$ cat src/rtl/core/mouse_motion_accumulator_core_macros.svh
// Assertion macros of the mouse motion accumulator RTL, used by the controller.
`ifndef MOUSE_MOTION_ACCUMULATOR_CORE_MACROS_SVH
`define MOUSE_MOTION_ACCUMULATOR_CORE_MACROS_SVH

// Property must hold at every clock edge outside reset.
`define MMA_ASSERT(label, prop, msg) \
  label: assert property (@(posedge clk_i) disable iff (!rst_ni) (prop)) else $error(msg);

// Condition must never be true outside reset.
`define MMA_NEVER(label, cond, msg) \
  label: assert property (@(posedge clk_i) disable iff (!rst_ni) !(cond)) else $error(msg);

`endif

$ cat src/rtl/core/mma_pkg.sv
// Types, constants and helper functions of the mouse motion accumulator.
`default_nettype none
package mma_pkg;

  localparam int MICE      = 16;
  localparam int IDX_W     = (MICE > 1) ? $clog2(MICE) : 1;
  localparam int KIND_W    = 3;
  localparam int MOUSE_W   = 4;
  localparam int DELTA_W   = 12;
  localparam int BTN_W     = 7;
  localparam int ACC_W     = 13;
  localparam int PKT_W     = 8;
  localparam int CNT_W     = 8;
  localparam int ACC_LIMIT = 2048;
  localparam int PKT_LIMIT = 127;

  localparam int IN_DATA_W  = 56;
  localparam int OUT_DATA_W = 40;
  localparam int APB_ADDR_W = 3;
  localparam int APB_DATA_W = 32;

  localparam logic [PKT_W-1:0] HDR_MARK  = 8'h80;
  localparam logic [CNT_W-1:0] OPEN_MAX  = 8'hFF;
  localparam logic [BTN_W-1:0] BTN_RESET = 7'd7;

  typedef enum logic [KIND_W-1:0] {
    KIND_MOVE_BTN = 3'd0,
    KIND_MOVE     = 3'd1,
    KIND_BTN      = 3'd2,
    KIND_READ     = 3'd3,
    KIND_OPEN     = 3'd4,
    KIND_RELEASE  = 3'd5
  } kind_e;

  typedef enum logic [0:0] {
    REG_INITIAL_BUTTONS = 1'b0
  } reg_idx_e;

  typedef struct packed {
    logic latch;
    logic exec;
  } dp_cmd_t;

  function automatic logic signed [ACC_W-1:0] clamp_acc(input logic signed [ACC_W:0] v);
    if (v > ACC_LIMIT) return ACC_W'(ACC_LIMIT);
    if (v < -ACC_LIMIT) return ACC_W'(-ACC_LIMIT);
    return v[ACC_W-1:0];
  endfunction

  function automatic logic signed [PKT_W-1:0] clamp_pkt(input logic signed [ACC_W-1:0] v);
    if (v > PKT_LIMIT) return PKT_W'(PKT_LIMIT);
    if (v < -PKT_LIMIT) return PKT_W'(-PKT_LIMIT);
    return v[PKT_W-1:0];
  endfunction

endpackage
`default_nettype wire

$ cat src/rtl/core/mouse_motion_accumulator_core.sv
// Top level of the mouse motion accumulator: stream ports, register port, core wiring.
`default_nettype none
// Motion accumulator for MICE mice (16). Each input beat names one mouse and one event
// kind (tuser): motion and button events fold saturating deltas into that mouse's
// accumulators, a read returns a clamped three-byte packet, open and release keep a per-mouse
// open count. Every input beat yields exactly one output beat. The IDLE state captures the
// beat, then EXEC read-modify-writes the selected mouse's register set and loads the
// output register; a stalled output holds EXEC. A new beat is taken while the previous
// result still waits downstream. initial_buttons sits at byte address 0 of the register
// port; the user must write it only while the block is idle; the block does not enforce it.
module mouse_motion_accumulator_core (
  input  wire                              clk_i,
  input  wire                              rst_ni,
  input  wire                              s_axis_tvalid,
  output logic                             s_axis_tready,
  // mouse[3:0], delta_x[15:4], delta_y[27:16], new_buttons[34:28], clear_mask[41:35],
  // flip_mask[48:42], zero pad
  input  wire  [mma_pkg::IN_DATA_W-1:0]    s_axis_tdata,
  // kind[2:0]
  input  wire  [mma_pkg::KIND_W-1:0]       s_axis_tuser,
  output logic                             m_axis_tvalid,
  input  wire                              m_axis_tready,
  // header_byte[7:0], packet_x[15:8], packet_y[23:16], buttons_now[30:24], data_ready[31],
  // changed[32], zero pad
  output logic [mma_pkg::OUT_DATA_W-1:0]   m_axis_tdata,
  // status[0]
  output logic                             m_axis_tuser,
  input  wire                              psel,
  input  wire                              penable,
  input  wire                              pwrite,
  input  wire  [mma_pkg::APB_ADDR_W-1:0]   paddr,
  input  wire  [mma_pkg::APB_DATA_W-1:0]   pwdata,
  output logic [mma_pkg::APB_DATA_W-1:0]   prdata,
  output logic                             pready
);
  import mma_pkg::*;

  logic [BTN_W-1:0]          init_btn_q;
  reg_idx_e                  reg_idx;
  dp_cmd_t                   cmd;
  logic                      status;
  logic [PKT_W-1:0]          hdr;
  logic signed [PKT_W-1:0]   px, py;
  logic [BTN_W-1:0]          btn_now;
  logic                      rdy, chg;

  assign pready  = 1'b1;
  assign reg_idx = reg_idx_e'(paddr[APB_ADDR_W-1]);

  always_ff @(posedge clk_i or negedge rst_ni) begin
    if (!rst_ni) begin
      init_btn_q <= BTN_RESET;
    end else if (psel && penable && pwrite && pready && reg_idx == REG_INITIAL_BUTTONS) begin
      init_btn_q <= pwdata[BTN_W-1:0];
    end
  end

  always_comb begin
    prdata = '0;
    unique case (reg_idx)
      REG_INITIAL_BUTTONS: prdata = APB_DATA_W'(init_btn_q);
      default:             prdata = '0;
    endcase
  end

  mma_ctrl u_ctrl (
    .clk_i       (clk_i),
    .rst_ni      (rst_ni),
    .in_valid_i  (s_axis_tvalid),
    .in_ready_o  (s_axis_tready),
    .out_valid_o (m_axis_tvalid),
    .out_ready_i (m_axis_tready),
    .cmd_o       (cmd)
  );

  mma_datapath u_datapath (
    .clk_i             (clk_i),
    .rst_ni            (rst_ni),
    .cmd_i             (cmd),
    .kind_i            (s_axis_tuser),
    .mouse_i           (s_axis_tdata[3:0]),
    .delta_x_i         (s_axis_tdata[15:4]),
    .delta_y_i         (s_axis_tdata[27:16]),
    .new_buttons_i     (s_axis_tdata[34:28]),
    .clear_mask_i      (s_axis_tdata[41:35]),
    .flip_mask_i       (s_axis_tdata[48:42]),
    .initial_buttons_i (init_btn_q),
    .status_o          (status),
    .header_byte_o     (hdr),
    .packet_x_o        (px),
    .packet_y_o        (py),
    .buttons_now_o     (btn_now),
    .data_ready_o      (rdy),
    .changed_o         (chg)
  );

  assign m_axis_tdata = {7'd0, chg, rdy, btn_now, py, px, hdr};
  assign m_axis_tuser = status;

endmodule
`default_nettype wire

$ cat src/rtl/core/mma_ctrl.sv
// Controller: beat capture, register-set update sequencing and output valid.
`default_nettype none
`include "mouse_motion_accumulator_core_macros.svh"
module mma_ctrl (
  input  wire              clk_i,
  input  wire              rst_ni,
  input  wire              in_valid_i,
  output logic             in_ready_o,
  output logic             out_valid_o,
  input  wire              out_ready_i,
  output mma_pkg::dp_cmd_t cmd_o
);
  import mma_pkg::*;

  typedef enum logic [1:0] {
    ST_IDLE = 2'b01,
    ST_EXEC = 2'b10
  } state_e;

  state_e  state_q, state_d;
  logic    out_valid_q, out_valid_d;
  logic    out_free;
  dp_cmd_t cmd;

  assign out_free = !out_valid_q || out_ready_i;

  always_comb begin
    state_d     = state_q;
    out_valid_d = out_valid_q;
    cmd         = '0;
    if (out_valid_q && out_ready_i) begin
      out_valid_d = 1'b0;
    end
    unique case (state_q)
      ST_IDLE: begin
        if (in_valid_i) begin
          cmd.latch = 1'b1;
          state_d   = ST_EXEC;
        end
      end
      ST_EXEC: begin
        if (out_free) begin
          cmd.exec    = 1'b1;
          out_valid_d = 1'b1;
          state_d     = ST_IDLE;
        end
      end
      default: begin
        state_d = ST_IDLE;
      end
    endcase
  end

  always_ff @(posedge clk_i or negedge rst_ni) begin
    if (!rst_ni) begin
      state_q     <= ST_IDLE;
      out_valid_q <= 1'b0;
    end else begin
      state_q     <= state_d;
      out_valid_q <= out_valid_d;
    end
  end

  assign in_ready_o  = (state_q == ST_IDLE);
  assign out_valid_o = out_valid_q;
  assign cmd_o       = cmd;

  `MMA_ASSERT(a_accept_to_exec, (in_valid_i && in_ready_o) |=> (state_q == ST_EXEC), "accepted beat not executed")
  `MMA_ASSERT(a_exec_sets_valid, cmd.exec |=> out_valid_q, "update without output beat")
  `MMA_NEVER(a_exec_over_pending, cmd.exec && out_valid_q && !out_ready_i, "output beat overwritten")
  `MMA_NEVER(a_latch_during_exec, cmd.latch && cmd.exec, "capture and update together")

endmodule
`default_nettype wire

$ cat src/rtl/core/mma_datapath.sv
// Datapath: captured beat, per-mouse register sets, update logic and output register.
`default_nettype none
module mma_datapath (
  input  wire                                 clk_i,
  input  wire                                 rst_ni,
  input  mma_pkg::dp_cmd_t                    cmd_i,
  input  wire  [mma_pkg::KIND_W-1:0]          kind_i,
  input  wire  [mma_pkg::MOUSE_W-1:0]         mouse_i,
  input  wire  signed [mma_pkg::DELTA_W-1:0]  delta_x_i,
  input  wire  signed [mma_pkg::DELTA_W-1:0]  delta_y_i,
  input  wire  [mma_pkg::BTN_W-1:0]           new_buttons_i,
  input  wire  [mma_pkg::BTN_W-1:0]           clear_mask_i,
  input  wire  [mma_pkg::BTN_W-1:0]           flip_mask_i,
  input  wire  [mma_pkg::BTN_W-1:0]           initial_buttons_i,
  output logic                                status_o,
  output logic [mma_pkg::PKT_W-1:0]           header_byte_o,
  output logic signed [mma_pkg::PKT_W-1:0]    packet_x_o,
  output logic signed [mma_pkg::PKT_W-1:0]    packet_y_o,
  output logic [mma_pkg::BTN_W-1:0]           buttons_now_o,
  output logic                                data_ready_o,
  output logic                                changed_o
);
  import mma_pkg::*;

  kind_e                      kind_q;
  logic [MOUSE_W-1:0]         mouse_q;
  logic signed [DELTA_W-1:0]  dx_q, dy_q;
  logic [BTN_W-1:0]           nb_q, clr_q, flp_q;

  logic signed [ACC_W-1:0]    x_q [MICE];
  logic signed [ACC_W-1:0]    y_q [MICE];
  logic [BTN_W-1:0]           btn_q [MICE];
  logic                       rdy_q [MICE];
  logic [CNT_W-1:0]           cnt_q [MICE];

  logic [IDX_W-1:0]           idx;
  logic                       in_range;
  logic signed [ACC_W-1:0]    cur_x, cur_y, nx, ny;
  logic [BTN_W-1:0]           cur_btn, nbtn, cand_btn;
  logic                       cur_rdy, nrdy;
  logic [CNT_W-1:0]           cur_cnt, ncnt;
  logic signed [DELTA_W-1:0]  mdx, mdy;
  logic signed [PKT_W-1:0]    px, py;
  logic                       wr, chg, st;
  logic [PKT_W-1:0]           hdr;

  logic                       status_q, rdy_out_q, chg_q;
  logic [PKT_W-1:0]           hdr_q;
  logic signed [PKT_W-1:0]    px_q, py_q;
  logic [BTN_W-1:0]           btn_out_q;

  always_ff @(posedge clk_i) begin
    if (cmd_i.latch) begin
      kind_q  <= kind_e'(kind_i);
      mouse_q <= mouse_i;
      dx_q    <= delta_x_i;
      dy_q    <= delta_y_i;
      nb_q    <= new_buttons_i;
      clr_q   <= clear_mask_i;
      flp_q   <= flip_mask_i;
    end
  end

  assign idx      = IDX_W'(mouse_q);
  assign in_range = int'(mouse_q) < MICE;
  assign cur_x    = x_q[idx];
  assign cur_y    = y_q[idx];
  assign cur_btn  = btn_q[idx];
  assign cur_rdy  = rdy_q[idx];
  assign cur_cnt  = cnt_q[idx];

  always_comb begin
    nx       = cur_x;
    ny       = cur_y;
    nbtn     = cur_btn;
    nrdy     = cur_rdy;
    ncnt     = cur_cnt;
    mdx      = dx_q;
    mdy      = dy_q;
    cand_btn = cur_btn;
    px       = '0;
    py       = '0;
    hdr      = '0;
    chg      = 1'b0;
    st       = 1'b0;
    unique case (kind_q)
      KIND_MOVE_BTN, KIND_MOVE, KIND_BTN: begin
        if (kind_q == KIND_MOVE_BTN) begin
          cand_btn = nb_q;
        end else if (kind_q == KIND_BTN) begin
          mdx      = '0;
          mdy      = '0;
          cand_btn = (cur_btn & ~clr_q) ^ flp_q;
        end
        if (mdx != '0 || mdy != '0 || cand_btn != cur_btn) begin
          chg  = 1'b1;
          nbtn = cand_btn;
          nx   = clamp_acc((ACC_W+1)'(cur_x) + (ACC_W+1)'(mdx));
          ny   = clamp_acc((ACC_W+1)'(cur_y) + (ACC_W+1)'(mdy));
          nrdy = 1'b1;
        end
      end
      KIND_READ: begin
        if (!cur_rdy) begin
          st = 1'b1;
        end else begin
          px   = clamp_pkt(cur_x);
          py   = clamp_pkt(cur_y);
          nx   = cur_x - ACC_W'(px);
          ny   = cur_y - ACC_W'(py);
          nrdy = (nx != '0) || (ny != '0);
          hdr  = {1'b0, cur_btn} | HDR_MARK;
        end
      end
      KIND_OPEN: begin
        if (cur_cnt != OPEN_MAX) begin
          if (cur_cnt == '0) begin
            nrdy = 1'b0;
            nx   = '0;
            ny   = '0;
            nbtn = initial_buttons_i;
          end
          ncnt = cur_cnt + CNT_W'(1);
        end
      end
      KIND_RELEASE: begin
        if (cur_cnt != '0) begin
          ncnt = cur_cnt - CNT_W'(1);
          if (ncnt == '0) begin
            nrdy = 1'b0;
          end
        end
      end
      default: begin
      end
    endcase
  end

  assign wr = cmd_i.exec && in_range;

  always_ff @(posedge clk_i or negedge rst_ni) begin
    if (!rst_ni) begin
      for (int i = 0; i < MICE; i++) begin
        x_q[i]   <= '0;
        y_q[i]   <= '0;
        btn_q[i] <= '0;
        rdy_q[i] <= 1'b0;
        cnt_q[i] <= '0;
      end
    end else if (wr) begin
      x_q[idx]   <= nx;
      y_q[idx]   <= ny;
      btn_q[idx] <= nbtn;
      rdy_q[idx] <= nrdy;
      cnt_q[idx] <= ncnt;
    end
  end

  always_ff @(posedge clk_i) begin
    if (cmd_i.exec) begin
      if (in_range) begin
        status_q  <= st;
        hdr_q     <= hdr;
        px_q      <= px;
        py_q      <= py;
        btn_out_q <= nbtn;
        rdy_out_q <= nrdy;
        chg_q     <= chg;
      end else begin
        status_q  <= (kind_q == KIND_READ);
        hdr_q     <= '0;
        px_q      <= '0;
        py_q      <= '0;
        btn_out_q <= '0;
        rdy_out_q <= 1'b0;
        chg_q     <= 1'b0;
      end
    end
  end

  assign status_o      = status_q;
  assign header_byte_o = hdr_q;
  assign packet_x_o    = px_q;
  assign packet_y_o    = py_q;
  assign buttons_now_o = btn_out_q;
  assign data_ready_o  = rdy_out_q;
  assign changed_o     = chg_q;

endmodule
`default_nettype wire

$ cat config.mk
export PLATFORM = sky130hd
export DESIGN_NAME = mouse_motion_accumulator_core
export DESIGN_NICKNAME = d
export VERILOG_FILES = /design/src/rtl/core/mma_pkg.sv /design/src/rtl/core/mouse_motion_accumulator_core.sv /design/src/rtl/core/mma_ctrl.sv /design/src/rtl/core/mma_datapath.sv
export VERILOG_INCLUDE_DIRS = /design/src /design/src/rtl/core
export SDC_FILE = /design/constraint.sdc
export NUM_CORES = 2
export LEC_CHECK = 0
export ABC_AREA = 1
export BUFFER_PORTS_ARGS = -buffer_cell sky130_fd_sc_hd__buf_2
export CAP_MARGIN = 20
export CORE_UTILIZATION = 30
export CTS_CLUSTER_DIAMETER = 50
export DETAILED_ROUTE_END_ITERATION = 6
export PLACE_DENSITY = 0.57
export SYNTH_ARGS = -nofsm -noshare
export SYNTH_HDL_FRONTEND = slang
export SYNTH_HIERARCHICAL = 1
export SYNTH_SLANG_ARGS = --single-unit
$ cat constraint.sdc
create_clock -name clk_i -period 4.85 [get_ports clk_i]
set_input_delay 0 -clock clk_i [delete_from_list [all_inputs] [get_ports clk_i]]
set_output_delay 0 -clock clk_i [all_outputs]
set_load 0.01 [all_outputs]
* Word-level counts from Yosys, hierarchy flattened
Index checks and enable logic that the tools add are counted.
** Word-level totals
- Output and inout port bits :: 76
- Register bits :: 768
** Operators by class
- Reductions and logical operators :: 21
- Order comparisons :: 10
- Muxes and demuxes :: 123
- Add/subtract/negate cells :: 6
- Equal/unequal tests :: 11
- Bitwise logic cells :: 5
** Operators by type and width (count)
- bitwise mux 208 bit :: 2
- two-way mux 13 bit :: 21
- two-way mux 8 bit :: 18
- bitwise mux 128 bit :: 1
- bitwise mux 112 bit :: 1
- binary-select mux 13 bit (select 4 bit) :: 2
- case mux 13 bit (3 select lines) :: 2
- two-way mux 12 bit :: 6
- two-way mux 7 bit :: 10
- demux 13 bit (select 4 bit) :: 1
- two-way mux 1 bit :: 46
- binary-select mux 8 bit (select 4 bit) :: 1
- demux 8 bit (select 4 bit) :: 1
- adder 13 x 12 -> 14 bit :: 2
- binary-select mux 7 bit (select 4 bit) :: 1
- demux 7 bit (select 4 bit) :: 1
- greater-than comparator 14 x 13 -> 1 bit (second input constant) :: 2
- < comparator 14 x 12 -> 1 bit (second input constant) :: 2
- greater-than comparator 13 x 8 -> 1 bit (second input constant) :: 2
- < comparator 13 x 8 -> 1 bit (second input constant) :: 2
- nonzero test 13 bit :: 2
- subtractor 13 x 8 -> 13 bit :: 2
- nonzero test 12 bit :: 2
- bitwise mux 16 bit :: 1
- 33 further kinds :: 45

* Longest topological paths before layout
- Depth in word-level cells :: 21
- Gate-level depth with buffers :: 35
- Mapped depth without buffers :: 29

* Modules after synthesis
Netlist, hierarchy kept.
** By module, submodules not included
- mma_datapath :: cells an instance 5074, area an instance 38998.7 sq um, seq. area each 19398.6 sq um, instances 1
- mouse_motion_accumulator_core :: cells an instance 85, area an instance 643.1 sq um, seq. area each 178.9 sq um, instances 1
- mma_ctrl :: cells an instance 21, area an instance 146.4 sq um, seq. area each 76.3 sq um, instances 1

* Worst setup path before layout
Ideal clock, no wire load.
- Path type :: register to register
- Start point :: register u_datapath.mouse_q[0] (netlist: u_datapath/idx[0])
- End point :: register u_datapath.rdy_out_q (netlist: u_datapath/data_ready_o) (data pin)
- Cell stages (with the launch flop) :: 32
- Period minus slack after synthesis :: 4.817 ns
- Buffers on the path :: 6
- Arrival time :: 4.549 ns
- Slack :: 0.033 ns
- Required time :: 4.582 ns
- Path through :: edfxtp_1 -> buf_6 -> nor2_4 -> buf_6 -> buf_6 -> buf_2 -> buf_1 -> a22oi_1 -> nand2_1 -> nand2_1 -> nand4_1 -> inv_1 -> nor3_1 -> o2111ai_1 -> nand2_1 -> nand3_1 -> ha_1 -> fa_1 -> inv_1 -> nand3_1 -> nand2_1 -> inv_1 -> o21bai_1 -> a21o_1 -> a21oi_1 -> o21bai_1 -> nand3_1 -> nor2_1 -> nand2_1 -> nand3_1 -> nand3_4 -> buf_2
** On the way
- Cells in the longest elaborated chain, start to end :: 18
- Elaborated cells on any way between the ends :: 68
- Classes of those cells :: add/sub: 3; order compare: 4; eq/ne: 2; mux: 49; bitwise: 3; reduce/logical: 7
** RTL lines
- start: declaration :: RTL line mma_datapath.sv:26 : logic [MOUSE_W-1:0] mouse_q;
- start signal: assignment :: RTL line mma_datapath.sv:55 : mouse_q <= mouse_i;
- NOT 4 -> 5 bit (implied by the code) (*)
- binary-select mux 13 bit (select 4 bit), on equally long branches :: RTL line mma_datapath.sv:66, mma_datapath.sv:67
- two-way mux 13 bit, on equally long branches (2 in a row) :: RTL line mma_datapath.sv:66, mma_datapath.sv:67
- < comparator 13 x 8 -> 1 bit :: RTL line mma_pkg.sv:52 : if (v < -PKT_LIMIT) return PKT_W'(-PKT_LIMIT);
- two-way mux 1 bit (2 in a row) :: RTL line mma_pkg.sv:52
- two-way mux 1 bit :: RTL line mma_datapath.sv:104 : if (!cur_rdy) begin
- two-way mux 1 bit :: RTL line mma_datapath.sv:86 : unique case (kind_q)
- two-way mux 8 bit :: RTL line mma_pkg.sv:53 : return v[PKT_W-1:0];
- two-way mux 8 bit :: RTL line mma_pkg.sv:52
- two-way mux 8 bit :: RTL line mma_datapath.sv:104
- two-way mux 8 bit :: RTL line mma_datapath.sv:86
- subtractor 13 x 8 -> 13 bit, on equally long branches :: RTL line mma_datapath.sv:109, mma_datapath.sv:110
- nonzero test 13 bit :: RTL line mma_datapath.sv:111 : nrdy = (nx != '0) || (ny != '0);
- logical OR 1 bit :: RTL line mma_datapath.sv:111
- two-way mux 1 bit :: RTL line mma_datapath.sv:104
- case mux 1 bit (4 select lines) (*) :: RTL line mma_datapath.sv:86
- via u_datapath.nrdy :: RTL line mma_datapath.sv:40 : logic cur_rdy, nrdy;
- end signal: assignment :: RTL line mma_datapath.sv:167 : rdy_out_q <= nrdy;
- end: declaration :: RTL line mma_datapath.sv:47 : logic status_q, rdy_out_q, chg_q;
The timed path passes the listed nets; every way through them passes the cells marked *. The select of a mux whose other input is x is not followed.
A chain may end at the register's enable or synchronous reset.

* Worst setup path after layout
- Start point :: register u_datapath.mouse_q[1] (netlist: u_datapath/idx[1])
- End point :: register u_datapath/rdy_q[3] in the netlist's numbering
** On the way
- Cells in the longest elaborated chain, start to end :: 19
- Elaborated cells on any way between the ends :: 74
- Classes of those cells :: add/sub: 3; order compare: 6; eq/ne: 2; mux: 52; bitwise: 3; reduce/logical: 8
** RTL lines
- NOT 4 -> 5 bit (implied by the code) (*)
- binary-select mux 13 bit (select 4 bit), on equally long branches :: RTL line mma_datapath.sv:66, mma_datapath.sv:67
- two-way mux 13 bit, on equally long branches (2 in a row) :: RTL line mma_datapath.sv:66, mma_datapath.sv:67
- < comparator 13 x 8 -> 1 bit :: RTL line mma_pkg.sv:52
- two-way mux 1 bit (2 in a row) :: RTL line mma_pkg.sv:52
- two-way mux 1 bit :: RTL line mma_datapath.sv:104
- two-way mux 1 bit :: RTL line mma_datapath.sv:86
- two-way mux 8 bit :: RTL line mma_pkg.sv:53
- two-way mux 8 bit :: RTL line mma_pkg.sv:52
- two-way mux 8 bit :: RTL line mma_datapath.sv:104
- two-way mux 8 bit :: RTL line mma_datapath.sv:86
- subtractor 13 x 8 -> 13 bit, on equally long branches :: RTL line mma_datapath.sv:109, mma_datapath.sv:110
- nonzero test 13 bit :: RTL line mma_datapath.sv:111
- logical OR 1 bit :: RTL line mma_datapath.sv:111
- two-way mux 1 bit :: RTL line mma_datapath.sv:104
- case mux 1 bit (4 select lines) :: RTL line mma_datapath.sv:86
- bitwise mux 16 bit (*) :: RTL line mma_datapath.sv:154 : rdy_q[idx] <= nrdy;
- end signal: indexed assignment :: RTL line mma_datapath.sv:154
- end: declaration :: RTL line mma_datapath.sv:33 : logic rdy_q [MICE];
Mark *: on every way between the ends. The rest lies on a longest branch, timed or not. The select of a mux whose other input is x is not followed.

==> impl_metrics.py <==
metrics = {
    "route": {
        "drt_iter0_markers": 4007,
        "vias": 37100,
        "viasPerCell": 5.02,
        "first_pass_iters": 5,
        "wl_per_cell_um": 20.4,
        "routed_wirelength_um": 151000,
        "drc": 0,
        "ant_nets": 0,
    },
    "yosys": {
        "synth_commonest_cells": "nand2_1, dfrtp_1, inv_1",
        "synthArstFlopShare_pct": 88.8,
        "synth_seq_area_share_pct": 49.4,
        "synth_edf_count": 86,
        "synth_area_per_cell_um2": 7.68,
        "ys_dominant_reg_cell": "dfrtp_1",
        "synth-warning-count": 6,
        "synth.most_common_cell": "nand2_1",
        "yosys.cell_types.count": 55,
        "synth_seq_cells": 768,
        "synth_top_cell_by_area": "dfrtp_1",
        "netlist_instances": 5180,
        "yosysTopAreaCellShare_pct": 42.6,
        "syn_area_um2": 39800,
        "ys_top_cells_by_area": "dfrtp_1, nand2_1, edfxtp_1",
    },
    "layout": {
        "final-seq-area_um2": 19700,
        "fin_nets": 5718,
        "fillCellCount": 13400,
        "area_delta_synth_final_pct": 24.7,
        "multiInputGateArea_um2": 18400,
        "fin_util_pct": 37.7,
        "diodes": 0,
        "drive_gt1_share_pct": 16.1,
        "fin_cells": 7389,
    },
    "cts": {
        "clk_latency_ns": 0.71,
        "clk_path_buf_depth": 3,
        "cts_sinks": 768,
        "clk_pin_slew_ns": 0.06,
        "clock-root-buffer": "clkbuf_16",
        "htree_levels": 3,
        "cts_buffers": 93,
        "cts_tree": "built",
    },
    "grt": {
        "grt_max_degree": 168,
        "use_met1_pct": 29.9,
        "grtUsageMet3_pct": 3.86,
        "grt-busiest-layer": "met2",
        "grt_util_all_layers_pct": 21.5,
        "antenna_found_initial": 1,
        "grt_util_met2_pct": 33.7,
        "overflow": 0,
        "grt_pass1_wl_um": 222000,
        "grt_pass1_vias": 35300,
    },
    "worst_hold_path": {
        "hold_class": "primary input to asynchronous set/reset pin",
    },
    "sta": {
        "period_needed_ns": 4.91,
        "setup_ws_ns": -0.0561,
        "setup_tns_ns": -0.229,
        "slew_headroom_pct": 18.1,
        "fin_crit_sh_pct": 101,
        "drv_slew": 0,
        "fmax_mhz": 204,
        "worst_pin_slew_ns": 1.23,
        "setup_viol": 9,
        "clock_skew_ns": 0.0354,
        "finalHoldViolations": 0,
        "holdWs_ns": 0.0288,
        "grt_setup_unrepaired": "true",
    },
    "setup_path": {
        "worstPathRequired_ns": 5.42,
        "path_common_cell": "nand2_2",
        "critPathKind": "register to register",
        "start_kind": "register",
        "slowest_delay_ns": 0.42,
        "r2r-start": "u_datapath/idx[1]$_DFFE_PP_",
        "critPathTopFamily": "simple AND/OR/NAND/NOR gates",
        "worstSetupStartpoint": "u_datapath/idx[1]$_DFFE_PP_",
        "cp.arrival_ns": 5.47,
        "cp-end-kind": "register",
        "cp_max_fo": 17,
        "cp_num_buf_inv": 8,
        "cp_slowest_cell": "edfxtp_1",
    },
    "pwr": {
        "power_density_nw_per_um2": 359,
        "power_mw": 17.8,
        "p_leak_nw": 25.7,
        "peakVddDrop_uv": 274,
    },
    "floorplan": {
        "row_count": 133,
        "initial_core_util_pct": 30.3,
        "core_area_um2": 131000,
        "ios": 177,
        "fp.dieW_um": 366,
        "fp.dieArea_um2": 134000,
        "die_h_um": 366,
    },
    "job": {
        "cap_violations": 0,
    },
    "placement": {
        "dp_cells": 7043,
        "io_buffers": 109,
        "gp_congestion": 0.904,
        "hpwl_um": 87400,
    },
    "outcome": {
        "status": "finished, violations left",
        "violations": "setup timing",
    },
}
layout by cell type (no fill, tap or decap), types with 24 or more instances in the layout:
cell type	Yosys	layout
buf_4	68	262
dfrtp_1	678	678
inv_2	6	39
edfxtp_1	86	86
a22oi_1	268	220
nand3_1	115	111
inv_1	297	266
buf_6	24	27
clkbuf_16	0	107
nand4_1	39	39
nor2_1	148	120
buf_2	71	108
nand2_1	2695	2671
o21ai_0	150	131
nor2_4	7	32
conb_1	2	33
nand2_2	37	58
dlygate4sd3_1	0	114
xor2_1	28	25
a21oi_1	68	59
clkbuf_1	142	24
ha_1	54	45
buf_12	1	34
a22oi_2	0	48
flip-flops by register name, summed over array words and instances (netlist names), 12 cells and up:
signal            cells
u_datapath/x_q      208
u_datapath/cnt_q    128
u_datapath/rdy_q     16
u_datapath/dx_q      12
u_datapath/btn_q    112
u_datapath/dy_q      12
u_datapath/y_q      208
per-stage QoR:
stage	cell area, µm²	setup slack, ns
after floorplan	39900	0.0332
after global placement	43500	-0.226
after detailed placement	43500	-0.246
after CTS	48000	0.00742
after global routing	49600	-0.260
final	49600	-0.0561
layout make-up:
type | instances | area share [%]
Clock buffer | 137 | 5.54
Clock inverter | 33 | 0.759
Inverter | 314 | 2.46
Multi-Input combinational cell | 3820 | 37.1
Sequential cell | 768 | 39.6
Tap cell | 1755 | 4.43
Timing Repair Buffer | 562 | 10.2
routing by layer:
| layer | up-vias | routed length, µm |
|---|---|---|
| li1 | 17100 | - |
| met1 | 18100 | 65200 |
| met2 | 1630 | 68200 |
| met3 | 290 | 12700 |
| met4 | 2 | 4940 |
| met5 | - | 8 |
worst reg2reg max path: cells and delay by family, from the launching register on:
kind / cells / cell delay [ns]
and+or+nand+nor: 15 / 1.88
buffers and inverters: 8 / 1.09
AOI/OAI and AO/OA: 6 / 0.86
adders and majority gates: 2 / 0.53
DFF: 1 / 0.42
cell families (layout without fill, tap and decap cells):
kind of cell             Yosys count  count (layout)  synth area share, %
AND/OR/NAND/NOR                 3112            3121                 31.1
flip-flops                       768             768                 49.4
buffers and inverters            632            1046                 7.39
AO/OA/AOI/OAI                    567             567                 9.29
adder cells (fa/ha/maj)           58              58                 1.90
XOR/XNOR                          41              41                0.903
other                              2              33               0.0189
worst paths after layout:
| path | endpoint | slack [ns] | cells past startpoint |
|---|---|---|---|
| hold reg to reg | u_datapath/x_q[72]$_DFFE_PN0P_ | 0.48 | 2 |
| setup / recovery | u_datapath/rdy_q[3]$_DFFE_PN0P_ | -0.06 | 31 |
| hold / removal | u_datapath/btn_q[103]$_DFFE_PN0P_ | 0.03 | 3 |
| max in group asynchronous | u_datapath/y_q[56]$_DFFE_PN0P_ | 3.82 | 3 |
| setup reg to reg | u_datapath/rdy_q[3]$_DFFE_PN0P_ | -0.06 | 31 |
| min in group clk_i | u_datapath/dx_q[5]$_DFFE_PP_ | 0.04 | 2 |
where the power goes:
part / internal [mW] / total [mW] / switching [mW]
sequential: 6.79 / 6.96 / 0.164
combinational: 1.59 / 3.74 / 2.15
clock: 4.13 / 7.13 / 3.00
total: 12.5 / 17.8 / 5.31
repair_timing:
action | in CTS | in global routing
pin swaps | 7 | 101
hold endpoints to repair | 316 | 0
resized for setup | 27 | 238
endpoints found under the setup margin | 238 | 432
buffers inserted | 6 | 36
cloned | 3 | 16
hold buffers | 115 | 0
No activity file was read; power rests on OpenSTA's default activity.
